===== src/hdl/afd_pkg.sv =====
`timescale 1ns / 1ps
// ---------------------------------------------------------------------------
// afd_pkg
// Shared types and constants of the framed 4-bit ADPCM decoder: stream and
// PCM word layouts, frame and coefficient bank sizes, datapath widths.
// ---------------------------------------------------------------------------
package afd_pkg;

	// coefficient bank and register port
	localparam int NUM_COEF    = 8;
	localparam int COEF_IDX_W  = $clog2(NUM_COEF);
	localparam int CFG_ADDR_W  = COEF_IDX_W + 2;
	localparam int CFG_DATA_W  = 32;

	// frame layout: one header byte, then data bytes
	localparam int FRAME_BYTES = 8;
	localparam int FPOS_W      = $clog2(FRAME_BYTES);

	// sample datapath
	localparam int PCM_W       = 16;
	localparam int NIB_W       = 4;
	localparam int SHIFT_W     = 4;
	localparam int FRAC_BITS   = 11;
	localparam int ROUND_BIAS  = 1024;
	localparam int ACC_W       = 36;

	// input word: one stream byte with its side flags
	typedef struct packed {
		logic [7:0] stream_byte;
		logic       start_req;
		logic       high_only;
	} byte_word_t;

	// output word: one decoded sample
	typedef struct packed {
		logic signed [PCM_W-1:0] pcm_sample;
		logic                    last_of_byte;
	} pcm_word_t;

endpackage


===== src/hdl/adpcm_frame_decoder.sv =====
`timescale 1ns / 1ps
// An accepted byte is held in the input register; its samples go from there to the output register.
// A data byte yields two samples (one with high_only), a header byte none, and a new
// byte is taken only once the held one is done; the two samples of a byte share one
// decode datapath, the second needing the first through the history registers.
// Reset: arst_n clears frame position, history, header fields, coefficients and
// all valid flags; no clearing pass.
// ---------------------------------------------------------------------------
// adpcm_frame_decoder
// Framed 4-bit ADPCM decoder: header bytes select predictor and scale, data
// bytes yield two clamped 16-bit samples (one with high_only) through a two-tap predictor.
// ---------------------------------------------------------------------------
module adpcm_frame_decoder
	import afd_pkg::*;
(
	input  logic                  clk,
	input  logic                  arst_n,
	// stream byte channel
	input  logic                  byte_valid,
	output logic                  byte_stall,
	input  byte_word_t            byte_word,
	// PCM sample channel
	output logic                  pcm_valid,
	input  logic                  pcm_stall,
	output pcm_word_t             pcm_word,
	// register port
	input  logic                  psel,
	input  logic                  penable,
	input  logic                  pwrite,
	input  logic [CFG_ADDR_W-1:0] paddr,
	input  logic [CFG_DATA_W-1:0] pwdata,
	output logic [CFG_DATA_W-1:0] prdata,
	output logic                  pready
);

	localparam logic signed [ACC_W-1:0] BIAS    = ACC_W'(ROUND_BIAS);
	localparam logic signed [ACC_W-1:0] PCM_MAX = ACC_W'((1 << (PCM_W-1)) - 1);
	localparam logic signed [ACC_W-1:0] PCM_MIN = -ACC_W'(1 << (PCM_W-1));

	// registers
	logic                    v_s1;
	byte_word_t              w_s1;
	logic                    phase_q;
	logic [FPOS_W-1:0]       fpos_q;
	logic [COEF_IDX_W-1:0]   pred_q;
	logic [SHIFT_W-1:0]      shift_q;
	logic signed [PCM_W-1:0] hn_q;
	logic signed [PCM_W-1:0] ho_q;
	logic [CFG_DATA_W-1:0]   coef_q [NUM_COEF];
	logic                    out_valid_q;
	pcm_word_t               out_word_q;

	// combinational
	logic                    out_free;
	logic [FPOS_W-1:0]       pos_eff;
	logic                    is_hdr;
	logic                    clr_hist;
	logic signed [PCM_W-1:0] h1;
	logic signed [PCM_W-1:0] h2;
	logic [NIB_W-1:0]        nib;
	logic [CFG_DATA_W-1:0]   pair;
	logic signed [PCM_W-1:0] c1;
	logic signed [PCM_W-1:0] c2;
	logic signed [2*PCM_W-1:0] prod1;
	logic signed [2*PCM_W-1:0] prod2;
	logic signed [ACC_W-1:0] nib_term;
	logic signed [ACC_W-1:0] acc;
	logic signed [ACC_W-1:0] quo;
	logic signed [PCM_W-1:0] sample;
	logic                    last;
	logic                    fire;
	logic                    done;
	logic                    cfg_wr;

	// item control
	assign out_free = !out_valid_q || !pcm_stall;
	assign pos_eff  = w_s1.start_req ? '0 : fpos_q;
	assign is_hdr   = (pos_eff == '0);
	assign last     = phase_q || w_s1.high_only;
	assign fire     = v_s1 && !is_hdr && out_free;
	assign done     = v_s1 && (is_hdr || (out_free && last));
	assign byte_stall = v_s1 && !done;

	// history, cleared by a start request on the first sample only
	assign clr_hist = w_s1.start_req && !phase_q;
	assign h1 = clr_hist ? '0 : hn_q;
	assign h2 = clr_hist ? '0 : ho_q;

	// predictor taps
	assign pair  = coef_q[pred_q];
	assign c1    = pair[CFG_DATA_W-1 -: PCM_W];
	assign c2    = pair[PCM_W-1:0];
	assign prod1 = c1 * h1;
	assign prod2 = c2 * h2;

	// high nibble first, then low nibble
	assign nib      = phase_q ? w_s1.stream_byte[NIB_W-1:0] : w_s1.stream_byte[7 -: NIB_W];
	assign nib_term = {{(ACC_W-NIB_W){nib[NIB_W-1]}}, nib} <<< (FRAC_BITS + int'(shift_q));
	assign acc      = nib_term + ACC_W'(prod1) + ACC_W'(prod2) + BIAS;
	assign quo      = acc >>> FRAC_BITS;

	// clamp to the sample range
	always_comb begin
		if (quo > PCM_MAX) begin
			sample = PCM_MAX[PCM_W-1:0];
		end else if (quo < PCM_MIN) begin
			sample = PCM_MIN[PCM_W-1:0];
		end else begin
			sample = quo[PCM_W-1:0];
		end
	end

	// input register
	always_ff @(posedge clk or negedge arst_n) begin
		if (!arst_n) begin
			v_s1 <= 1'b0;
		end else if (!byte_stall) begin
			v_s1 <= byte_valid;
		end
	end

	always_ff @(posedge clk) begin
		if (!byte_stall && byte_valid) begin
			w_s1 <= byte_word;
		end
	end

	// decoder state: phase, frame position, header fields, history
	always_ff @(posedge clk or negedge arst_n) begin
		if (!arst_n) begin
			phase_q <= 1'b0;
			fpos_q  <= '0;
			pred_q  <= '0;
			shift_q <= '0;
			hn_q    <= '0;
			ho_q    <= '0;
		end else begin
			if (fire) begin
				phase_q <= !last;
				ho_q    <= h1;
				hn_q    <= sample;
			end
			if (v_s1 && is_hdr) begin
				pred_q  <= w_s1.stream_byte[4 +: COEF_IDX_W];
				shift_q <= w_s1.stream_byte[SHIFT_W-1:0];
				if (w_s1.start_req) begin
					hn_q <= '0;
					ho_q <= '0;
				end
			end
			if (done) begin
				fpos_q <= pos_eff + FPOS_W'(1);
			end
		end
	end

	// output register
	always_ff @(posedge clk or negedge arst_n) begin
		if (!arst_n) begin
			out_valid_q <= 1'b0;
		end else if (out_free) begin
			out_valid_q <= fire;
		end
	end

	always_ff @(posedge clk) begin
		if (fire) begin
			out_word_q.pcm_sample   <= sample;
			out_word_q.last_of_byte <= last;
		end
	end

	assign pcm_valid = out_valid_q;
	assign pcm_word  = out_word_q;

	// coefficient registers
	assign cfg_wr = psel && penable && pwrite;

	always_ff @(posedge clk or negedge arst_n) begin
		if (!arst_n) begin
			for (int i = 0; i < NUM_COEF; i++) begin
				coef_q[i] <= '0;
			end
		end else if (cfg_wr) begin
			coef_q[paddr[CFG_ADDR_W-1:2]] <= pwdata;
		end
	end

	assign prdata = coef_q[paddr[CFG_ADDR_W-1:2]];
	assign pready = 1'b1;

endmodule


===== config.mk =====
export PLATFORM = sky130hd
export DESIGN_NAME = adpcm_frame_decoder
export DESIGN_NICKNAME = d
export VERILOG_FILES = /design/src/hdl/afd_pkg.sv /design/src/hdl/adpcm_frame_decoder.sv
export SDC_FILE = /design/constraint.sdc
export NUM_CORES = 2
export LEC_CHECK = 0
export ABC_AREA = 1
export BUFFER_PORTS_ARGS = -buffer_cell sky130_fd_sc_hd__buf_2
export CAP_MARGIN = 20
export CORE_MARGIN = 1.5
export CORE_UTILIZATION = 40
export DETAILED_ROUTE_END_ITERATION = 8
export SLEW_MARGIN = 20
export SYNTH_ARGS = -nofsm -noshare
export SYNTH_HDL_FRONTEND = slang
export SYNTH_SLANG_ARGS = --single-unit

===== constraint.sdc =====
create_clock -name clk -period 19.6 [get_ports clk]
set_input_delay 0 -clock clk [delete_from_list [all_inputs] [get_ports clk]]
set_output_delay 0 -clock clk [all_outputs]
set_load 0.05 [all_outputs]

* Word level (Yosys, flattened, before mapping) *
Cells that the tools add are included.

cells by class
  add/subtract/negate cells = 5
  multiply operators = 2
  $lt $le $gt $ge = 5
  shifts and indexed selects = 1
  muxes and demuxes = 21
  bitwise operators = 2
  reductions and logical operators = 22

operators by type and width
  kind                                                   number
  bitwise mux 256 bit                                    1
  binary-select mux 32 bit (select 3 bit)                2
  two-way mux 16 bit                                     10
  two-way mux 32 bit                                     5
  demux 32 bit (select 3 bit)                            1
  adder 36 x 32 -> 36 bit                                2
  multiplier 16 x 16 -> 32 bit                           2
  adder 36 x 12 -> 36 bit (second input constant)        1
  <<< shifter 36 x 5 -> 36 bit                           1
  > comparator 25 x 16 -> 1 bit (second input constant)  1
  < comparator 25 x 16 -> 1 bit (second input constant)  1
  logical AND 1 bit                                      11
  >= comparator 4 bit (second input constant)            2
  NOT 3 -> 4 bit                                         2
  zero test 1 bit                                        7
  adder 4 x 4 -> 5 bit (first input constant)            1
  < comparator 4 x 1 -> 1 bit (second input constant)    1
  two-way mux 4 bit                                      1
  adder 3 x 1 -> 3 bit (second input constant)           1
  zero test 3 bit                                        1
  logical OR 1 bit                                       3
  two-way mux 3 bit                                      1

word-level totals
  register bits after elaboration = 328
  input port bits = 54
  logic and storage cells = 79

* Logic depth before layout (Yosys ltp) *
  depth after elaboration = 14
  mapped depth = 46

* Least setup slack after synthesis *
Ideal clock, no wire load.

  path type = flip-flop to flip-flop
  start = register w_s1[1] in the netlist's numbering
  end = register out_word_q, in the netlist pcm_word[11] (data pin)
  setup time = 0.256 ns
  arrival = 8.734 ns
  path slack = 10.610 ns
  stages on the path, launching flop included = 36
  buffers on the path = 2
  period minus slack after synthesis = 8.990 ns
  cells stage by stage = edfxtp_1 nand2_4 clkinv_1 clkbuf_1 nor2_1 inv_1 nor2_1 inv_1 fa_1 fa_1 inv_1 fa_1 inv_1 fa_1 inv_1 fa_1 fa_1 fa_1 inv_1 fa_1 inv_1 ha_1 a21oi_1 o21a_1 a21boi_1 o21ai_0 a21oi_1 nand2_1 nand2_1 nand2_2 xnor2_2 inv_2 nand2_4 buf_12 nand2_2 nand2_1

on the way
  longest elaborated chain between the ends = 9
  elaborated cells between the ends (all ways) = 12
  classes of those cells = add/sub: 3; mul: 2; order compare: 2; mux: 4; reduce/logical: 1

RTL lines
  what                           line                        text
  start, declared                adpcm_frame_decoder.sv:42   byte_word_t w_s1;
  start signal, assigned         adpcm_frame_decoder.sv:124  w_s1 <= byte_word;
  logical AND 1 bit (*)          adpcm_frame_decoder.sv:85   assign clr_hist = w_s1.start_req && !phase_q;
  two-way mux 16 bit             adpcm_frame_decoder.sv:86   assign h1 = clr_hist ? '0 : hn_q;
  multiplier 16 x 16 -> 32 bit   adpcm_frame_decoder.sv:93   assign prod1 = c1 * h1;
  adder 36 x 32 -> 36 bit        adpcm_frame_decoder.sv:99   assign acc = nib_term + ACC_W'(prod1) + ACC_W'(prod2) + BIAS;
  adder 36 x 32 -> 36 bit (*)    adpcm_frame_decoder.sv:99
  adder 36 x 12 -> 36 bit (*)    adpcm_frame_decoder.sv:99
  < comparator 25 x 16 -> 1 bit  adpcm_frame_decoder.sv:106  end else if (quo < PCM_MIN) begin
  two-way mux 16 bit             adpcm_frame_decoder.sv:106
  two-way mux 16 bit (*)         adpcm_frame_decoder.sv:104  if (quo > PCM_MAX) begin
  named net sample[10]           adpcm_frame_decoder.sv:69   logic signed [PCM_W-1:0] sample;
  end, declared                  adpcm_frame_decoder.sv:51   pcm_word_t out_word_q;

Mark *: on every way through the listed nets, which the timed path passes. The rest lies on a longest branch.
A chain may end at the register's enable or synchronous reset.

* Final worst setup path *
  start = register pred_q[0]
  end = register out_word_q, in the netlist pcm_word[15] (data pin)

on the way
  longest elaborated chain between the ends = 11
  elaborated cells between the ends (all ways) = 13
  classes of those cells = add/sub: 3; mul: 2; order compare: 2; mux: 5; bitwise: 1

RTL lines
  what                                                       line                        text
  start, declared                                            adpcm_frame_decoder.sv:45   logic [COEF_IDX_W-1:0] pred_q;
  start signal, assigned                                     adpcm_frame_decoder.sv:144  pred_q <= w_s1.stream_byte[4 +: COEF_IDX_W];
  NOT 3 -> 4 bit (implied by the code) (*)                   adpcm_frame_decoder.sv:90   assign pair = coef_q[pred_q];
  binary-select mux 32 bit (select 3 bit) (*)                adpcm_frame_decoder.sv:90
  two-way mux 32 bit (implied by the code) (*) (2 in a row)  adpcm_frame_decoder.sv:90
  multiplier 16 x 16 -> 32 bit                               adpcm_frame_decoder.sv:93
  adder 36 x 32 -> 36 bit                                    adpcm_frame_decoder.sv:99
  adder 36 x 32 -> 36 bit (*)                                adpcm_frame_decoder.sv:99
  adder 36 x 12 -> 36 bit (*)                                adpcm_frame_decoder.sv:99
  < comparator 25 x 16 -> 1 bit                              adpcm_frame_decoder.sv:106
  two-way mux 16 bit                                         adpcm_frame_decoder.sv:106
  two-way mux 16 bit (*)                                     adpcm_frame_decoder.sv:104
  named net sample[14]                                       adpcm_frame_decoder.sv:69

Mark *: on every way through the listed nets, which the timed path passes. The rest lies on a longest branch. The select of a mux whose other input is x is not followed.

==> results by group <==
Routing
  – Vias per inst: 5.176
  – Post-Route WL: about 120 mm
  – Drt pass-1 iters: 8
  – DR iter-0 viols: between 2000 and 2500
  – Routed Antenna Nets: 0
  – DR vias: between 30000 and 40000
  – # DRC: 0
  – WL/cell: 19.86 microns

Setup path
  – Critical path's slowest cell: buf_4
  – Slowest stage delay, CP: between 0.7 and 0.8 ns
  – Most common cell on crit path: nand2_1
  – Startpoint Class: flip-flop
  – Required time of the critical path: slightly below 20 ns
  – CP endpoint kind: flip-flop
  – FF-to-FF setup slack: 8.73 ns
  – CP Data Arrival Time: 11.16 ns
  – Worst setup startpoint: pred_q[0]$_DFFE_PN0P_
  – RR Endpoint: pcm_word[15]$_DFFE_PP_
  – Crit path max fanout: 88
  – Type of the worst setup path: reg -> reg
  – FF-to-FF path depth: 37
  – R2r startpoint: pred_q[0]$_DFFE_PN0P_
  – Critical Path Sink: pcm_word[15]$_DFFE_PP_

Die
  – Die Wd: 312.1 microns
  – Site Rows: 113
  – Die area: 97390 sq um
  – Core area: 94870 sq um
  – DIE HEIGHT: 312.1 microns
  – IO Count: 106
  – Starting Density: 0.4028

Clock tree
  – Clk Latency, worst-skew pair: 0.59 ns
  – Post-CTS Setup Inserts: 0
  – Cts hold-fix bufs: 47
  – H-Tree Depth: 2
  – Post-CTS sizing: 0
  – CTS Sinks: 328
  – Root Buffer: clkbuf_16
  – Clock Path Buffers: 3
  – Cts bufs inserted: 41
  – CTS tree: done
  – Clk slew on worst S/H paths: around 0.060 ns

Synthesis
  – Post-synth top area share: 0.3510
  – Ys Warns: 0
  – Cell taking the most area after synthesis: fa_1
  – Main area contributors after synthesis: fa_1, dfrtp_1, inv_1
  – Post-synth top flop: dfrtp_1
  – Post-Synthesis Cells: around 4500
  – Post-Syn Area: around 38000 sq um
  – Yosys cell types: 54
  – Synth Area per Inst: 8.499 sq um
  – FF+latch count, synth: 328
  – Async set-reset flop share out of synthesis: 0.9177
  – Number of enable flip-flop cells after synthesis: 27
  – Register area share after synthesis: 0.2183

Global route
  – Remaining global-route overflow: 0
  – Largest net degree at the start of global routing: 120
  – Vias in the first global route: 31499
  – First-pass GRT wire length: 185.0 mm
  – Gr usage total: 0.2461
  – Initial antenna violation count: 1

Outcome
  – Status: finished clean

Layout
  – Layout cell share with drive strength beyond 1: 0.06652
  – Storage element area: 8351 sq um
  – Commonest cells after routing, fill and taps aside: inv_1, nand2_1, fa_1, o21ai_0, nor2_1
  – Area of the multi-input gates: ~25000 sq um
  – Commonest non-fill, non-tap cell in the layout: inv_1
  – Fillers: 9318
  – Area grow syn2layout: 10.12%
  – Nets: 5433

Job
  – MaxCap Viol Count: 0

Hold path
  – Class of the tightest hold or removal check: in -> async

STA
  – Slew Viols, Final: 0
  – Setup Skew: about 0.037 ns
  – Final setup vio count: 0
  – Relative slew margins: 0.2303
  – RSZ-0062 raised after global routing: no
  – Fmax achieved: 92.04 MHz
  – Least-Margin Pin Slew: around 1.2 ns
  – Hold Vio Cnt, Final: 0
  – Tmin final: ~11 ns
  – Final period util: 0.5544
  – Setup TNS: 0 ns

Placed design
  – DP HPWL: 90.07 mm
  – Port buffer count: about 100
  – RD Place Congestion: 0.9288
## critical path, delay by kind of cell, from the launching register on
| kind | cells | cell delay, ns |
|---|---|---|
| adders and majority gates | 9 | 4.40 |
| and+or+nand+nor | 16 | 2.66 |
| buffers and inverters | 9 | 2.38 |
| DFF | 1 | 0.69 |
| AOI/OAI and AO/OA | 3 | 0.37 |
## layer usage
metal  global-route usage  wire [microns]  up-vias
li1                     -               -    13847
met1               0.3563           52010    15145
met2               0.3806           51320     1188
met3              0.03928            9546      184
met4              0.07414            3588        0
met5                    0               0        -
## layout make-up
class | count | share of cell area
clock inverter | 18 | 0.006334
timing repair buffer | 208 | 0.03408
antenna | 1 | 0.00005947
sequential | 328 | 0.1985
inverter | 1038 | 0.09266
clock buffer | 57 | 0.02846
multi-input combinational | 2951 | 0.6023
tap | 1265 | 0.03762
## through the flow
| step | hold slack, ns | utilization | setup slack (ns) | area, sq um | std cells |
|---|---|---|---|---|---|
| after detailed placement | 0.1467 | 0.4231 | 8.455 | 40130 | 5743 |
| after CTS | 0.1018 | 0.4434 | 8.413 | 42070 | 5865 |
| after global placement | 0.1527 | 0.4231 | 8.601 | 40130 | 5743 |
| final | 0.06261 | 0.4435 | 8.735 | 42080 | 5866 |
| after global routing | 0.1177 | 0.4435 | 8.089 | 42080 | 5866 |
| after floorplan | -0.2956 | - | 10.61 | 38220 | 4499 |
## worst min path at each step
stage | slack (ns) | endpoint | depth (start not counted)
after global routing | 0.12 | w_s1[2]$_DFFE_PP_ | 2
after detailed placement | 0.15 | coef_q[7]$_DFFE_PN0P_ | 1
after global placement | 0.15 | coef_q[39]$_DFFE_PN0P_ | 1
final | 0.06 | coef_q[7]$_DFFE_PN0P_ | 2
after CTS | 0.10 | coef_q[7]$_DFFE_PN0P_ | 2
after floorplan | -0.30 | coef_q[0]$_DFFE_PN0P_ | 0
## logic make-up (layout without fill, tap and decap cells)
logic type / Yosys count / count (layout) / synth area share
XOR/XNOR: 34 / 34 / 0.008187
other: 2 / 6 / 0.0001965
multiplexers: 2 / 2 / 0.0005567
AND/OR/NAND/NOR: 1302 / 1302 / 0.1370
adder cells (fa/ha/maj): 811 / 811 / 0.3972
AO/OA/AOI/OAI: 797 / 797 / 0.1176
buffers and inverters: 1220 / 1321 / 0.1210
flip-flops: 328 / 328 / 0.2183
## synthesized netlist by cell type (5+ instances only)
master and instances:
inv_1 1017, nand2_1 728, fa_1 670, nor2_1 425, o21ai_0 420, dfrtp_1 301, a21oi_1 191, clkbuf_1 162
ha_1 141, nand3_1 72, o211ai_1 50, a22oi_1 40, a221oi_1 30, edfxtp_1 27, o22ai_1 25, nand2_2 22
xor2_1 17, o2111ai_1 16, nor3_1 15, xnor2_1 15, clkinv_1 14, nand3_2 13, buf_1 10, nor4_1 9
o2bb2ai_1 7, inv_2 6, nand4_1 6, buf_2 5
## state kept, by name, indices dropped and copies added, names as in the netlist
| register | flops |
|---|---|
| ho_q | 16 |
| shift_q | 4 |
| w_s1 | 10 |
| hn_q | 16 |
| fpos_q | 3 |
| v_s1 | 1 |
| coef_q | 256 |
| pcm_word | 17 |
| phase_q | 1 |
| pcm_valid | 1 |
| pred_q | 3 |
Power is not shown: default switching activity piles up to over one toggle a cycle in this logic, so the estimate is an artifact.
